File: src/rtl/b3264enc_pkg.sv
// ----------------------------------------------------------------------------
// b3264enc_pkg: shared types and constants for the base32/base64 encoder
// Word types for both queue sides, the front-to-back command, register
// indexes and the digit-to-ASCII mapping for the three alphabets.
// ----------------------------------------------------------------------------
package b3264enc_pkg;

  // Configuration register indexes
  localparam logic [1:0] CfgIdxMode  = 2'd0;
  localparam logic [1:0] CfgIdxNoPad = 2'd1;
  localparam int unsigned CfgIdxW    = 2;
  localparam int unsigned CfgDataW   = 2;

  // Mode register: bit 1 selects base64, bit 0 selects base32hex when bit 1 is clear
  localparam int unsigned ModeB64Bit = 1;
  localparam int unsigned ModeHexBit = 0;

  // Depth of the command queue between front and back (2 or more)
  localparam int unsigned CmdQueueDepth = 2;

  localparam logic [7:0] PadChar = 8'h3D;  // '='

  // Input word
  typedef struct packed {
    logic [7:0] data_byte;
    logic       last_byte;
  } in_word_t;

  // Result word
  typedef struct packed {
    logic [7:0] out_char;
    logic       last_char;
  } out_word_t;

  // One byte's worth of work for the back end
  typedef struct packed {
    logic [2:0][7:0] chars;  // up to three encoded characters
    logic [1:0]      nchar;  // 1..3 characters from chars
    logic [2:0]      npad;   // '=' characters that follow
    logic            last;   // final word of the message
  } cmd_t;

  // Map a digit to its ASCII character in the selected alphabet
  function automatic logic [7:0] digit_char(logic [1:0] mode, logic [5:0] d);
    logic [4:0] d5;
    logic [7:0] ch;
    d5 = d[4:0];
    if (mode[ModeB64Bit]) begin
      if (d < 6'd26)      ch = 8'h41 + {2'b00, d};
      else if (d < 6'd52) ch = 8'h61 + {2'b00, d - 6'd26};
      else if (d < 6'd62) ch = 8'h30 + {2'b00, d - 6'd52};
      else if (d == 6'd62) ch = 8'h2B;
      else                ch = 8'h2F;
    end else if (mode[ModeHexBit]) begin
      if (d5 < 5'd10) ch = 8'h30 + {3'b000, d5};
      else            ch = 8'h41 + {3'b000, d5 - 5'd10};
    end else begin
      if (d5 < 5'd26) ch = 8'h41 + {3'b000, d5};
      else            ch = 8'h32 + {3'b000, d5 - 5'd26};
    end
    return ch;
  endfunction

endpackage

File: src/rtl/b3264enc_front.sv
// ----------------------------------------------------------------------------
// b3264enc_front: input side of the encoder
// Holds the configuration and the bit-packing state, splits each byte into
// digits, works out the flush digit and padding, and pushes one command.
// ----------------------------------------------------------------------------
module b3264enc_front (
  input  logic                                clk_i,
  input  logic                                rst_ni,
  // config write channel
  input  logic                                cfg_valid_i,
  input  logic [b3264enc_pkg::CfgIdxW-1:0]    cfg_index_i,
  input  logic [b3264enc_pkg::CfgDataW-1:0]   cfg_data_i,
  // input word
  input  logic                                push_i,
  input  b3264enc_pkg::in_word_t              in_i,
  // command queue side
  input  logic                                q_full_i,
  output logic                                cmd_push_o,
  output b3264enc_pkg::cmd_t                  cmd_o
);
  import b3264enc_pkg::*;

  logic [1:0]  mode_q, mode_d;
  logic        no_pad_q, no_pad_d;
  logic [3:0]  bits_q, bits_d;
  logic [2:0]  count_q, count_d;
  logic [2:0]  gp_q, gp_d;

  logic        b64;
  logic [2:0]  w;
  logic [5:0]  mask;
  logic [2:0]  cnt;
  logic [11:0] acc;
  logic [3:0]  nbits, sh1, sh2, rem;
  logic        two;
  logic [5:0]  d0, d1, dp;
  logic [16:0] part_wide;
  logic        has_part;
  logic [1:0]  nchar;
  logic [3:0]  gp_sum;
  logic [2:0]  gp_after;
  logic [3:0]  grp, pad_raw, pad_room, pad;
  logic [11:0] lo_mask;
  logic        accept;

  assign accept     = push_i & ~q_full_i;
  assign cmd_push_o = accept;

  // Digit split of the current byte
  always_comb begin
    b64  = mode_q[ModeB64Bit];
    w    = b64 ? 3'd6 : 3'd5;
    mask = b64 ? 6'h3F : 6'h1F;
    grp  = b64 ? 4'd4 : 4'd8;
    cnt  = (count_q > 3'd4) ? 3'd4 : count_q;
    acc  = {bits_q, in_i.data_byte};
    nbits = {1'b0, cnt} + 4'd8;
    two  = nbits >= {w, 1'b0};
    sh1  = nbits - {1'b0, w};
    sh2  = sh1 - {1'b0, w};
    d0   = 6'(acc >> sh1) & mask;
    d1   = 6'(acc >> sh2) & mask;
    rem  = two ? sh2 : sh1;
    part_wide = {5'b00000, acc} << (w - rem[2:0]);
    dp   = part_wide[5:0] & mask;
    has_part = in_i.last_byte & (rem != 4'd0);
    nchar = (two ? 2'd2 : 2'd1) + {1'b0, has_part};

    // group position after this byte's characters
    gp_sum   = {1'b0, gp_q} + {2'b00, nchar};
    gp_after = b64 ? {1'b0, gp_sum[1:0]} : gp_sum[2:0];
    pad_raw  = (gp_after == 3'd0) ? 4'd0 : grp - {1'b0, gp_after};
    pad_room = 4'd8 - {2'b00, nchar};
    pad      = (pad_raw > pad_room) ? pad_room : pad_raw;
    lo_mask  = ~(12'hFFF << rem);
  end

  // Command for the back end
  always_comb begin
    cmd_o.chars[0] = digit_char(mode_q, d0);
    cmd_o.chars[1] = two ? digit_char(mode_q, d1) : digit_char(mode_q, dp);
    cmd_o.chars[2] = digit_char(mode_q, dp);
    cmd_o.nchar    = nchar;
    cmd_o.npad     = (in_i.last_byte & ~no_pad_q) ? pad[2:0] : 3'd0;
    cmd_o.last     = in_i.last_byte;
  end

  // Next state: a config write takes priority over the stream update on accept
  always_comb begin
    mode_d   = mode_q;
    no_pad_d = no_pad_q;
    bits_d   = bits_q;
    count_d  = count_q;
    gp_d     = gp_q;
    if (cfg_valid_i) begin
      if (cfg_index_i == CfgIdxMode) begin
        mode_d  = cfg_data_i[1:0];
        bits_d  = 4'd0;
        count_d = 3'd0;
        gp_d    = 3'd0;
      end else if (cfg_index_i == CfgIdxNoPad) begin
        no_pad_d = cfg_data_i[0];
      end
    end else if (accept) begin
      if (in_i.last_byte) begin
        bits_d  = 4'd0;
        count_d = 3'd0;
        gp_d    = 3'd0;
      end else begin
        bits_d  = acc[3:0] & lo_mask[3:0];
        count_d = rem[2:0];
        gp_d    = gp_after;
      end
    end
  end

  always_ff @(posedge clk_i or negedge rst_ni) begin
    if (!rst_ni) begin
      mode_q   <= 2'd0;
      no_pad_q <= 1'b0;
      bits_q   <= 4'd0;
      count_q  <= 3'd0;
      gp_q     <= 3'd0;
    end else begin
      mode_q   <= mode_d;
      no_pad_q <= no_pad_d;
      bits_q   <= bits_d;
      count_q  <= count_d;
      gp_q     <= gp_d;
    end
  end

endmodule

File: src/rtl/b3264enc_queue.sv
// ----------------------------------------------------------------------------
// b3264enc_queue: command queue between front and back
// Small FIFO of commands; head entry is read straight from its register.
// ----------------------------------------------------------------------------
module b3264enc_queue #(
  parameter int unsigned Depth = b3264enc_pkg::CmdQueueDepth
) (
  input  logic               clk_i,
  input  logic               rst_ni,
  input  logic               push_i,
  input  b3264enc_pkg::cmd_t wdata_i,
  output logic               full_o,
  input  logic               pop_i,
  output logic               empty_o,
  output b3264enc_pkg::cmd_t rdata_o
);
  import b3264enc_pkg::*;

  localparam int unsigned AW = $clog2(Depth);
  localparam int unsigned CW = $clog2(Depth + 1);

  cmd_t           mem_q [Depth];
  logic [AW-1:0]  wptr_q, wptr_d, rptr_q, rptr_d;
  logic [CW-1:0]  count_q, count_d;
  logic           do_push, do_pop;

  assign full_o  = count_q == CW'(Depth);
  assign empty_o = count_q == '0;
  assign do_push = push_i & ~full_o;
  assign do_pop  = pop_i & ~empty_o;
  assign rdata_o = mem_q[rptr_q];

  // Pointer and fill count update
  always_comb begin
    wptr_d  = wptr_q;
    rptr_d  = rptr_q;
    count_d = count_q;
    if (do_push) wptr_d = (wptr_q == AW'(Depth - 1)) ? '0 : wptr_q + 1'b1;
    if (do_pop)  rptr_d = (rptr_q == AW'(Depth - 1)) ? '0 : rptr_q + 1'b1;
    if (do_push & ~do_pop)      count_d = count_q + 1'b1;
    else if (do_pop & ~do_push) count_d = count_q - 1'b1;
  end

  always_ff @(posedge clk_i or negedge rst_ni) begin
    if (!rst_ni) begin
      wptr_q  <= '0;
      rptr_q  <= '0;
      count_q <= '0;
    end else begin
      wptr_q  <= wptr_d;
      rptr_q  <= rptr_d;
      count_q <= count_d;
    end
  end

  // Storage
  always_ff @(posedge clk_i) begin
    if (do_push) mem_q[wptr_q] <= wdata_i;
  end

endmodule

File: src/rtl/b3264enc_back.sv
// ----------------------------------------------------------------------------
// b3264enc_back: output side of the encoder
// Walks the head command (characters, then '=') one character per cycle, while
// the output register is empty or being popped, into that register for the consumer.
// ----------------------------------------------------------------------------
module b3264enc_back (
  input  logic                    clk_i,
  input  logic                    rst_ni,
  // command queue side
  input  logic                    q_empty_i,
  input  b3264enc_pkg::cmd_t      cmd_i,
  output logic                    q_pop_o,
  // result word
  output logic                    empty_o,
  input  logic                    pop_i,
  output b3264enc_pkg::out_word_t out_o
);
  import b3264enc_pkg::*;

  logic      [3:0] idx_q, idx_d;
  logic            vld_q, vld_d;
  out_word_t       out_q, out_d;
  logic      [3:0] total;
  logic            is_final, can_load, load;

  assign total    = {2'b00, cmd_i.nchar} + {1'b0, cmd_i.npad};
  assign is_final = idx_q == (total - 4'd1);
  assign can_load = ~vld_q | pop_i;
  assign load     = can_load & ~q_empty_i;
  assign q_pop_o  = load & is_final;
  assign empty_o  = ~vld_q;
  assign out_o    = out_q;

  // Next character and position within the command
  always_comb begin
    idx_d = idx_q;
    vld_d = vld_q;
    out_d = out_q;
    if (load) begin
      vld_d = 1'b1;
      out_d.out_char  = (idx_q < {2'b00, cmd_i.nchar}) ? cmd_i.chars[idx_q[1:0]]
                                                       : PadChar;
      out_d.last_char = cmd_i.last & is_final;
      idx_d = is_final ? 4'd0 : idx_q + 4'd1;
    end else if (pop_i) begin
      vld_d = 1'b0;
    end
  end

  always_ff @(posedge clk_i or negedge rst_ni) begin
    if (!rst_ni) begin
      idx_q <= 4'd0;
      vld_q <= 1'b0;
    end else begin
      idx_q <= idx_d;
      vld_q <= vld_d;
    end
  end

  always_ff @(posedge clk_i) begin
    out_q <= out_d;
  end

endmodule

File: src/rtl/base32_base64_stream_encoder.sv
// Path: the first character of a byte reaches the result ports through the queue
//   write and then the output load when the back end is idle.
// Throughput: one character per cycle from the back end while the consumer pops;
//   an ordinary byte gives 1 or 2 characters there, a last byte up to 8.
// Reset clears mode, no_pad, the packing state, the queue and the output valid.
// ----------------------------------------------------------------------------
// base32_base64_stream_encoder: RFC 4648 base32/base32hex/base64 encoder
// Front packs bytes into digits and pushes commands; back emits characters.
// ----------------------------------------------------------------------------
module base32_base64_stream_encoder #(
  parameter int unsigned CmdDepth = b3264enc_pkg::CmdQueueDepth
) (
  input  logic                               clk_i,
  input  logic                               rst_ni,
  // config write channel
  input  logic                               cfg_valid_i,
  output logic                               cfg_ready_o,
  input  logic [b3264enc_pkg::CfgIdxW-1:0]   cfg_index_i,
  input  logic [b3264enc_pkg::CfgDataW-1:0]  cfg_data_i,
  // input queue side
  input  logic                               push,
  output logic                               full,
  input  b3264enc_pkg::in_word_t             in_i,
  // result queue side
  output logic                               empty,
  input  logic                               pop,
  output b3264enc_pkg::out_word_t            out_o
);
  import b3264enc_pkg::*;

  cmd_t cmd_in, cmd_head;
  logic cmd_push, q_full, q_empty, q_pop;

  assign cfg_ready_o = 1'b1;
  assign full        = q_full;

  b3264enc_front u_front (
    .clk_i      (clk_i),
    .rst_ni     (rst_ni),
    .cfg_valid_i(cfg_valid_i),
    .cfg_index_i(cfg_index_i),
    .cfg_data_i (cfg_data_i),
    .push_i     (push),
    .in_i       (in_i),
    .q_full_i   (q_full),
    .cmd_push_o (cmd_push),
    .cmd_o      (cmd_in)
  );

  b3264enc_queue #(
    .Depth(CmdDepth)
  ) u_queue (
    .clk_i  (clk_i),
    .rst_ni (rst_ni),
    .push_i (cmd_push),
    .wdata_i(cmd_in),
    .full_o (q_full),
    .pop_i  (q_pop),
    .empty_o(q_empty),
    .rdata_o(cmd_head)
  );

  b3264enc_back u_back (
    .clk_i    (clk_i),
    .rst_ni   (rst_ni),
    .q_empty_i(q_empty),
    .cmd_i    (cmd_head),
    .q_pop_o  (q_pop),
    .empty_o  (empty),
    .pop_i    (pop),
    .out_o    (out_o)
  );

endmodule

File: config.mk
export PLATFORM = sky130hd
export DESIGN_NAME = base32_base64_stream_encoder
export DESIGN_NICKNAME = d
export VERILOG_FILES = /design/src/rtl/b3264enc_pkg.sv /design/src/rtl/b3264enc_front.sv /design/src/rtl/b3264enc_queue.sv /design/src/rtl/b3264enc_back.sv /design/src/rtl/base32_base64_stream_encoder.sv
export SDC_FILE = /design/constraint.sdc
export NUM_CORES = 1
export LEC_CHECK = 0
export BUFFER_PORTS_ARGS = -buffer_cell sky130_fd_sc_hd__clkbuf_2
export CORE_MARGIN = 2
export CORE_UTILIZATION = 41
export DETAILED_ROUTE_END_ITERATION = 8
export GPL_ROUTABILITY_DRIVEN = 0
export GPL_TIMING_DRIVEN = 0
export HOLD_SLACK_MARGIN = 0.06
export PLACE_DENSITY = 0.67
export SYNTH_ARGS = -nofsm -noshare
export SYNTH_HDL_FRONTEND = slang
export SYNTH_SLANG_ARGS = --single-unit
File: constraint.sdc
create_clock -name clk_i -period 7.35 [get_ports clk_i]
set_input_delay 0.735 -clock clk_i [delete_from_list [all_inputs] [get_ports clk_i]]
set_output_delay 0.735 -clock clk_i [all_outputs]
set_load 0.03 [all_outputs]
==> impl_metrics.py, run 1 <==
metrics = {
    "cts": {
        "clkLatencyLatePin_ps": 360,
        "numClockSinks": 91,
        "htreeDepth": 3,
        "clk_pin_slew_ps": 70,
        "cts_root_buf": "clkbuf_16",
        "cts_buffers": 9,
        "cts_tree": "built",
        "cts_buffer_depth": 2,
    },
    "sta": {
        "timing.fmax_mhz": 142,
        "period_share_pct": 96.0,
        "finClkSkew_ps": 11.3,
        "period_minus_slack_ps": 7050,
        "holdWs_ps": 395,
        "hold_viol": 0,
        "tightest_slew_ps": 922,
        "slew_viol_final": 0,
        "finalSetupViolCount": 0,
        "slew_headroom_pct": 38.4,
    },
    "synth": {
        "yosys_warnings": 0,
        "synth.most_common_cell": "nand2_1",
        "ys_ff_latch": 91,
        "synth_area_leader_cell": "edfxtp_1",
        "synth-edff-count": 69,
        "syn_avg_cell_area_sq_um": 9.81,
        "syn_inst": 852,
        "yosys.area.top_type_share_pct": 24.8,
        "yosys-top-cells-count": "85 x nand2_1, 69 x edfxtp_1, 64 x nor2_1",
        "syn-cell-area_sq_um": 8360,
        "async_flop_share_pct": 24.2,
        "synth_area_leaders": "edfxtp_1 25%, ha_1 7.2%, dfrtp_1 6.6%, mux4_2 6.2%, mux2i_1 5.7%",
        "syn-num-nets": 923,
        "ys_seq_area_share_pct": 31.4,
        "synth_ff_type": "edfxtp_1",
        "synth_cell_types": 88,
    },
    "global_routing": {
        "grt_pass1_vias": 6521,
        "grt_max_degree": 31,
        "grt_pass1_wl_mm": 34.8,
        "grt_use_met3_pct": 3.17,
        "grtUsageMet2_pct": 33.3,
        "busiest_layer": "met2",
        "grt_antenna_before_repair": 0,
        "grt_overflow": 0,
        "track_usage_pct": 20.2,
        "use_met1_pct": 27.8,
    },
    "worst_setup_path": {
        "crit_required_ps": 7440,
        "crit_path_frequent_cell": "inv_1",
        "path_buf_inv": 9,
        "crit_chain": "clkbuf_4, inv_1, buf_8, ha_1, inv_1, fa_1, fa_1, buf_1, buf_2, mux2i_4, inv_1, fa_2, mux2_2, mux2_2, nand2_1, inv_1, ha_1, a31o_2, o31a_1, o311ai_0, o311ai_2, buf_4, a2bb2oi_1, a21boi_2",
        "arrival_ps": 7140,
        "cp-start-kind": "register",
        "cp_max_fo": 18,
        "cp_slowest_cell": "fa_2",
        "cp-end-kind": "register",
        "critPathTopFamily": "adder cells",
        "crit_type": "register to register",
        "slowest_delay_ps": 680,
    },
    "flow_run": {
        "cap_violations": 0,
    },
    "floorplanning": {
        "die-height_um": 147,
        "ioPinCount": 30,
        "core_sq_um": 20100,
        "die_w_um": 147,
        "rows": 52,
        "start_util_pct": 41.6,
        "die_area_sq_um": 21500,
    },
    "finish": {
        "fill_cells": 1922,
        "area_growth_syn_to_layout_pct": 11.3,
        "multi_input_area_sq_um": 5410,
        "seq_area_sq_um": 2620,
        "final_nets": 964,
        "diodes": 0,
        "drive_above_1_share_pct": 19.7,
    },
    "placement": {
        "dp_hpwl_mm": 16.0,
        "io_buffers": 26,
    },
    "detailed_routing": {
        "wl_mm": 21.2,
        "viasPerCell": 5.82,
        "drc": 0,
        "firstDrtPassIters": 5,
        "vias": 6796,
        "drtIter0Drc": 579,
        "wl_per_cell_um": 18.2,
        "ant_nets": 0,
    },
    "run_status": {
        "outcome": "finished clean",
    },
    "worst_hold_path": {
        "holdCritPathClass": "input pin to asynchronous set/reset pin",
    },
}
==> repair_timing <==
item / in CTS / in global routing
pin swaps: 1 / 1
gates resized for setup: 13 / 16
endpoints found under the setup margin: 38 / 38
endpoints found under the hold margin: 0 / 0
hold buffers: 0 / 0
buffers inserted: 2 / 3
==> layer usage <==
metal,up-vias,share of wire [%]
met2,251,47
met1,3256,45
met5,-,0
met4,0,2.0
met3,34,5.9
li1,3255,-
==> worst reg2reg max path: stages, from the launching register on <==
cell and delay, ps:
dfrtp_1 390, clkbuf_4 240, inv_1 220, buf_8 230, ha_1 230, inv_1 60, fa_1 560, fa_1 430
buf_1 200, buf_2 250, mux2i_4 230, inv_1 100, fa_2 680, mux2_2 390, mux2_2 320, nand2_1 240
inv_1 190, ha_1 290, a31o_2 310, o31a_1 150, o311ai_0 400, o311ai_2 180, buf_4 180, a2bb2oi_1 120
a21boi_2 190
==> cell type report <==
| cell class | count | area share [%] |
|---|---|---|
| tap | 270 | 3.63 |
| clock inverter | 7 | 1.16 |
| clock buffer | 9 | 2.42 |
| buffer | 48 | 2.66 |
| timing repair buffer | 31 | 1.80 |
| multi-input combinational | 664 | 58.2 |
| inverter | 48 | 1.94 |
| sequential | 91 | 28.2 |
==> flip-flops by register name, indices dropped and copies added, names as in the netlist <==
register          count
u_front.gp_q          3
u_front.mode_q        2
u_queue.wptr_q        1
u_front.no_pad_q      1
u_back.idx_q          4
u_queue.rptr_q        1
u_queue.mem_q        60
u_queue.count_q       2
u_back.vld_q          1
u_front.bits_q        4
u_front.count_q       3
u_back.out_o          9
==> cell usage in the layout (no fill, tap or decap), drive strengths merged, types with 36 or more instances in the layout <==
| master | netlist | layout |
|---|---|---|
| nand2 | 86 | 86 |
| edfxtp | 69 | 69 |
| nor2 | 64 | 64 |
| clkbuf | 25 | 59 |
| mux2i | 51 | 51 |
| inv | 47 | 50 |
| a21oi | 49 | 49 |
| ha | 48 | 48 |
| o21ai | 44 | 44 |
| xnor2 | 39 | 39 |
| mux2 | 36 | 36 |
==> cells by family after synthesis <==
logic type / Yosys count / share of synthesized area (%)
muxes: 110 / 17.6
AOI/OAI and AO/OA: 212 / 18.2
xor gates and xnor gates: 55 / 6.57
adders and majority gates: 53 / 8.38
DFF: 91 / 31.4
and+or+nand+nor: 233 / 12.9
other: 1 / 0.0449
buffers and inverters: 97 / 4.96
==> per-stage QoR <==
stage	utilization, %	cell area [sq um]	cells	TNS, ps	setup WS [ps]
after floorplan	-	8360	852	0	449
after global routing	46.3	9300	1168	-41.5	-21.3
after global placement	43.9	8820	1148	-24880	-1200
after detailed placement	43.9	8830	1148	-28350	-1370
after CTS	45.8	9210	1165	0	51.1
final	46.3	9300	1168	0	297
==> final timing paths <==
path	start	to	slack [ps]	depth (start not counted)
min in group clk_i	u_front.gp_q[2]	u_front.gp_q[2]	500	2
max	u_front.mode_q[1]	u_queue.mem_q[0][18]	300	24
max reg2reg	u_front.mode_q[1]	u_queue.mem_q[0][18]	300	24
min reg2reg	u_front.gp_q[2]	u_front.gp_q[2]	500	2
max in group asynchronous	rst_ni	u_front.gp_q[0]	6520	1
min	rst_ni	u_back.vld_q	390	1
Power of run 1 is left out: the tool's default activity adds up to more than one toggle a clock period on the data nets, which glitch-free logic cannot reach.
==> run 2: changes to the inputs <==
Settings changed: ABC_AREA from default to 1, CAP_MARGIN from default to 20, CORE_UTILIZATION 41 to 55, PLACE_DENSITY 0.67 to 0.83.
==> run 2 against run 1 <==
  * Worst hold slack gained 3.8 ps
  * Critical endpoint is now u_queue.mem_q[0][2]
  * Non-clock buffer count shrank 22
  * Sequential share of layout area grew 3.3 points
  * Flip-flop and latch count is the same
  * Largest cell class unchanged
  * Critical path depth grew 8
  * Cell area shrank 10%
  * Global-route usage grew 5.9 points
  * Area after synthesis shrank 8.4%
  * Cell count grew 6.3%
  * Critical path type unchanged
  * Die area shrank 31%
==> impl_metrics.py, run 2 <==
metrics = {
    "cts": {
        "clkLatencyLatePin_ps": 350,
        "cts_buffer_depth": 2,
        "cts_buffers": 9,
        "cts.hold.buffers_added": 0,
        "clk_pin_slew_ps": 70,
        "numClockSinks": 91,
        "htreeDepth": 3,
        "cts_tree": "built",
        "cts_root_buf": "clkbuf_16",
    },
    "sta": {
        "setup_ws_ps": 507,
        "timing.fmax_mhz": 146,
        "period_minus_slack_ps": 6840,
        "rsz0062_at_grt": "no",
        "period_share_pct": 93.1,
        "finClkSkew_ps": 12.4,
        "slew_headroom_pct": 42.0,
        "tightest_slew_ps": 867,
        "hold_viol": 0,
        "holdWs_ps": 399,
        "slew_viol_final": 0,
        "finalSetupViolCount": 0,
    },
    "floorplanning": {
        "start_util_pct": 55.8,
        "ioPinCount": 30,
        "die_area_sq_um": 14900,
        "die_w_um": 122,
        "die-height_um": 122,
        "core_sq_um": 13700,
        "rows": 43,
    },
    "detailed_routing": {
        "wl_mm": 19.0,
        "ant_nets": 0,
        "viasPerCell": 5.79,
        "firstDrtPassIters": 6,
        "drc": 0,
        "wl_per_cell_um": 15.3,
        "drtIter0Drc": 825,
        "vias": 7182,
    },
    "global_routing": {
        "track_usage_pct": 26.0,
        "grt_overflow": 0,
        "grt_pass1_wl_mm": 30.7,
        "grt_antenna_before_repair": 0,
        "grt_pass1_vias": 6503,
        "grt_max_degree": 32,
    },
    "finish": {
        "final_common_cell": "nand2_1",
        "drive_above_1_share_pct": 10.7,
        "final_nets": 1127,
        "largest_register_ffs": 60,
        "largest-register": "u_queue.mem_q",
        "area_growth_syn_to_layout_pct": 8.88,
        "diodes": 0,
        "mostFrequentLayoutCells": "242 x nand2_1, 115 x inv_1, 103 x o21ai_0, 71 x nor2_1, 69 x edfxtp_1",
    },
    "worst_setup_path": {
        "cp-end-kind": "register",
        "slowest_delay_ps": 600,
        "cp-start-kind": "register",
        "reg2reg_depth": 32,
        "regToRegEndpoint": "u_queue.mem_q[0][2]",
        "crit_type": "register to register",
        "r2r_setup_slack_ps": 510,
        "crit_path_start": "u_front.mode_q[1]",
        "cp_max_fo": 18,
        "endpoint": "u_queue.mem_q[0][2]",
        "cp_slowest_cell": "dfrtp_1",
        "arrival_ps": 7030,
        "crit_required_ps": 7530,
        "reg2reg_from": "u_front.mode_q[1]",
    },
    "worst_hold_path": {
        "holdCritPathClass": "input pin to asynchronous set/reset pin",
    },
    "synth": {
        "ys_seq_area_share_pct": 34.3,
        "synth_area_leader_cell": "edfxtp_1",
        "synth-edff-count": 69,
        "synth.most_common_cell": "nand2_1",
        "syn-cell-area_sq_um": 7650,
        "async_flop_share_pct": 24.2,
        "ys_ff_latch": 91,
        "synth_ff_type": "edfxtp_1",
        "syn_avg_cell_area_sq_um": 7.53,
        "syn_inst": 1016,
        "yosys-top-cells-count": "242 x nand2_1, 115 x inv_1, 104 x o21ai_0",
        "synth_area_leaders": "edfxtp_1 27%, nand2_1 12%, ha_1 7.8%, dfrtp_1 7.2%, o21ai_0 6.8%",
        "synth_cell_types": 55,
        "yosys_warnings": 0,
        "yosys.area.top_type_share_pct": 27.1,
        "syn-num-nets": 1087,
    },
    "placement": {
        "io_buffers": 28,
        "dp_hpwl_mm": 14.4,
        "dpl_worst_slack_ps": -460,
    },
    "run_status": {
        "outcome": "finished clean",
    },
    "flow_run": {
        "cap_violations": 0,
    },
}
-- run 2: changes by cell type after synthesis, moves of 9 or more --
| cell | previous run | this run |
|---|---|---|
| inv_1 | 44 | 115 |
| xor2_1 | 14 | 25 |
| nand2_2 | 1 | 12 |
| xnor2_1 | 36 | 9 |
| nor2_1 | 64 | 73 |
| mux2_2 | 36 | 0 |
| o21ai_0 | 37 | 104 |
| nand3_1 | 19 | 66 |
| nor3_1 | 20 | 9 |
| mux4_2 | 23 | 0 |
| nand2_1 | 85 | 242 |
| mux2i_1 | 48 | 5 |
| o21ai_1 | 7 | 25 |
-- run 2: cell families after synthesis --
family	synth area share, %
DFF	34.3
AOI/OAI and AO/OA	17.3
muxes	0.654
xor gates and xnor gates	4.46
and+or+nand+nor	25.8
buffers and inverters	8.32
other	0.0490
adders and majority gates	9.16
-- run 2: area by class of cell --
class,instances,area (sq um)
clock buffer,13,262
fill,1216,5390
tap,180,225
clock inverter,3,22.5
buffer,27,145
sequential,91,2620
inverter,130,494
multi-input combinational,767,4410
timing repair buffer,30,153
-- run 2: per-layer routing --
| layer | vias to the layer above | share of wire [%] | track usage (%) |
|---|---|---|---|
| li1 | 3500 | - | - |
| met2 | 356 | 47 | 43.6 |
| met1 | 3278 | 42 | 33.8 |
| met3 | 48 | 7.2 | 4.63 |
| met4 | 0 | 2.9 | 9.70 |
| met5 | - | 0 | 0 |
-- run 2: worst min-delay path by stage --
stage               cells after the start  slack [ps]                 end
CTS                                     1         410  u_queue.count_q[1]
global placement                        2         470    u_front.no_pad_q
finish                                  1         400      u_queue.rptr_q
global route                            1         450      u_queue.rptr_q
detailed placement                      1         520  u_queue.count_q[0]
floorplan                               0         440     u_back.idx_q[0]
-- run 2: timing repair --
action	4_1_cts	5_1_grt
setup endpoints to repair	8	6
setup buffers	0	0
resized for setup	2	3
hold endpoints to repair	0	0
pin swaps	0	0
-- run 2: stage by stage --
stage / instances / cell area (sq um) / setup TNS, ps / util (%)
2_1_floorplan: 1016 / 7650 / 0 / -
3_3_place_gp: 1224 / 8020 / -1490 / 58.4
5_1_grt: 1241 / 8330 / 0 / 60.7
4_1_cts: 1240 / 8320 / 0 / 60.7
6_report: 1241 / 8330 / 0 / 60.7
3_5_place_dp: 1225 / 8040 / -2650 / 58.6
-- run 2: critical path: cells and delay by family (launching register included) --
family | cells | cell delay (ps)
XOR/XNOR | 1 | 290
AND/OR/NAND/NOR | 9 | 1440
adder cells (fa/ha/maj) | 8 | 2520
buffers and inverters | 9 | 1240
AO/OA/AOI/OAI | 5 | 560
flip-flops | 1 | 600
Power of run 2 is left out for the same reason.
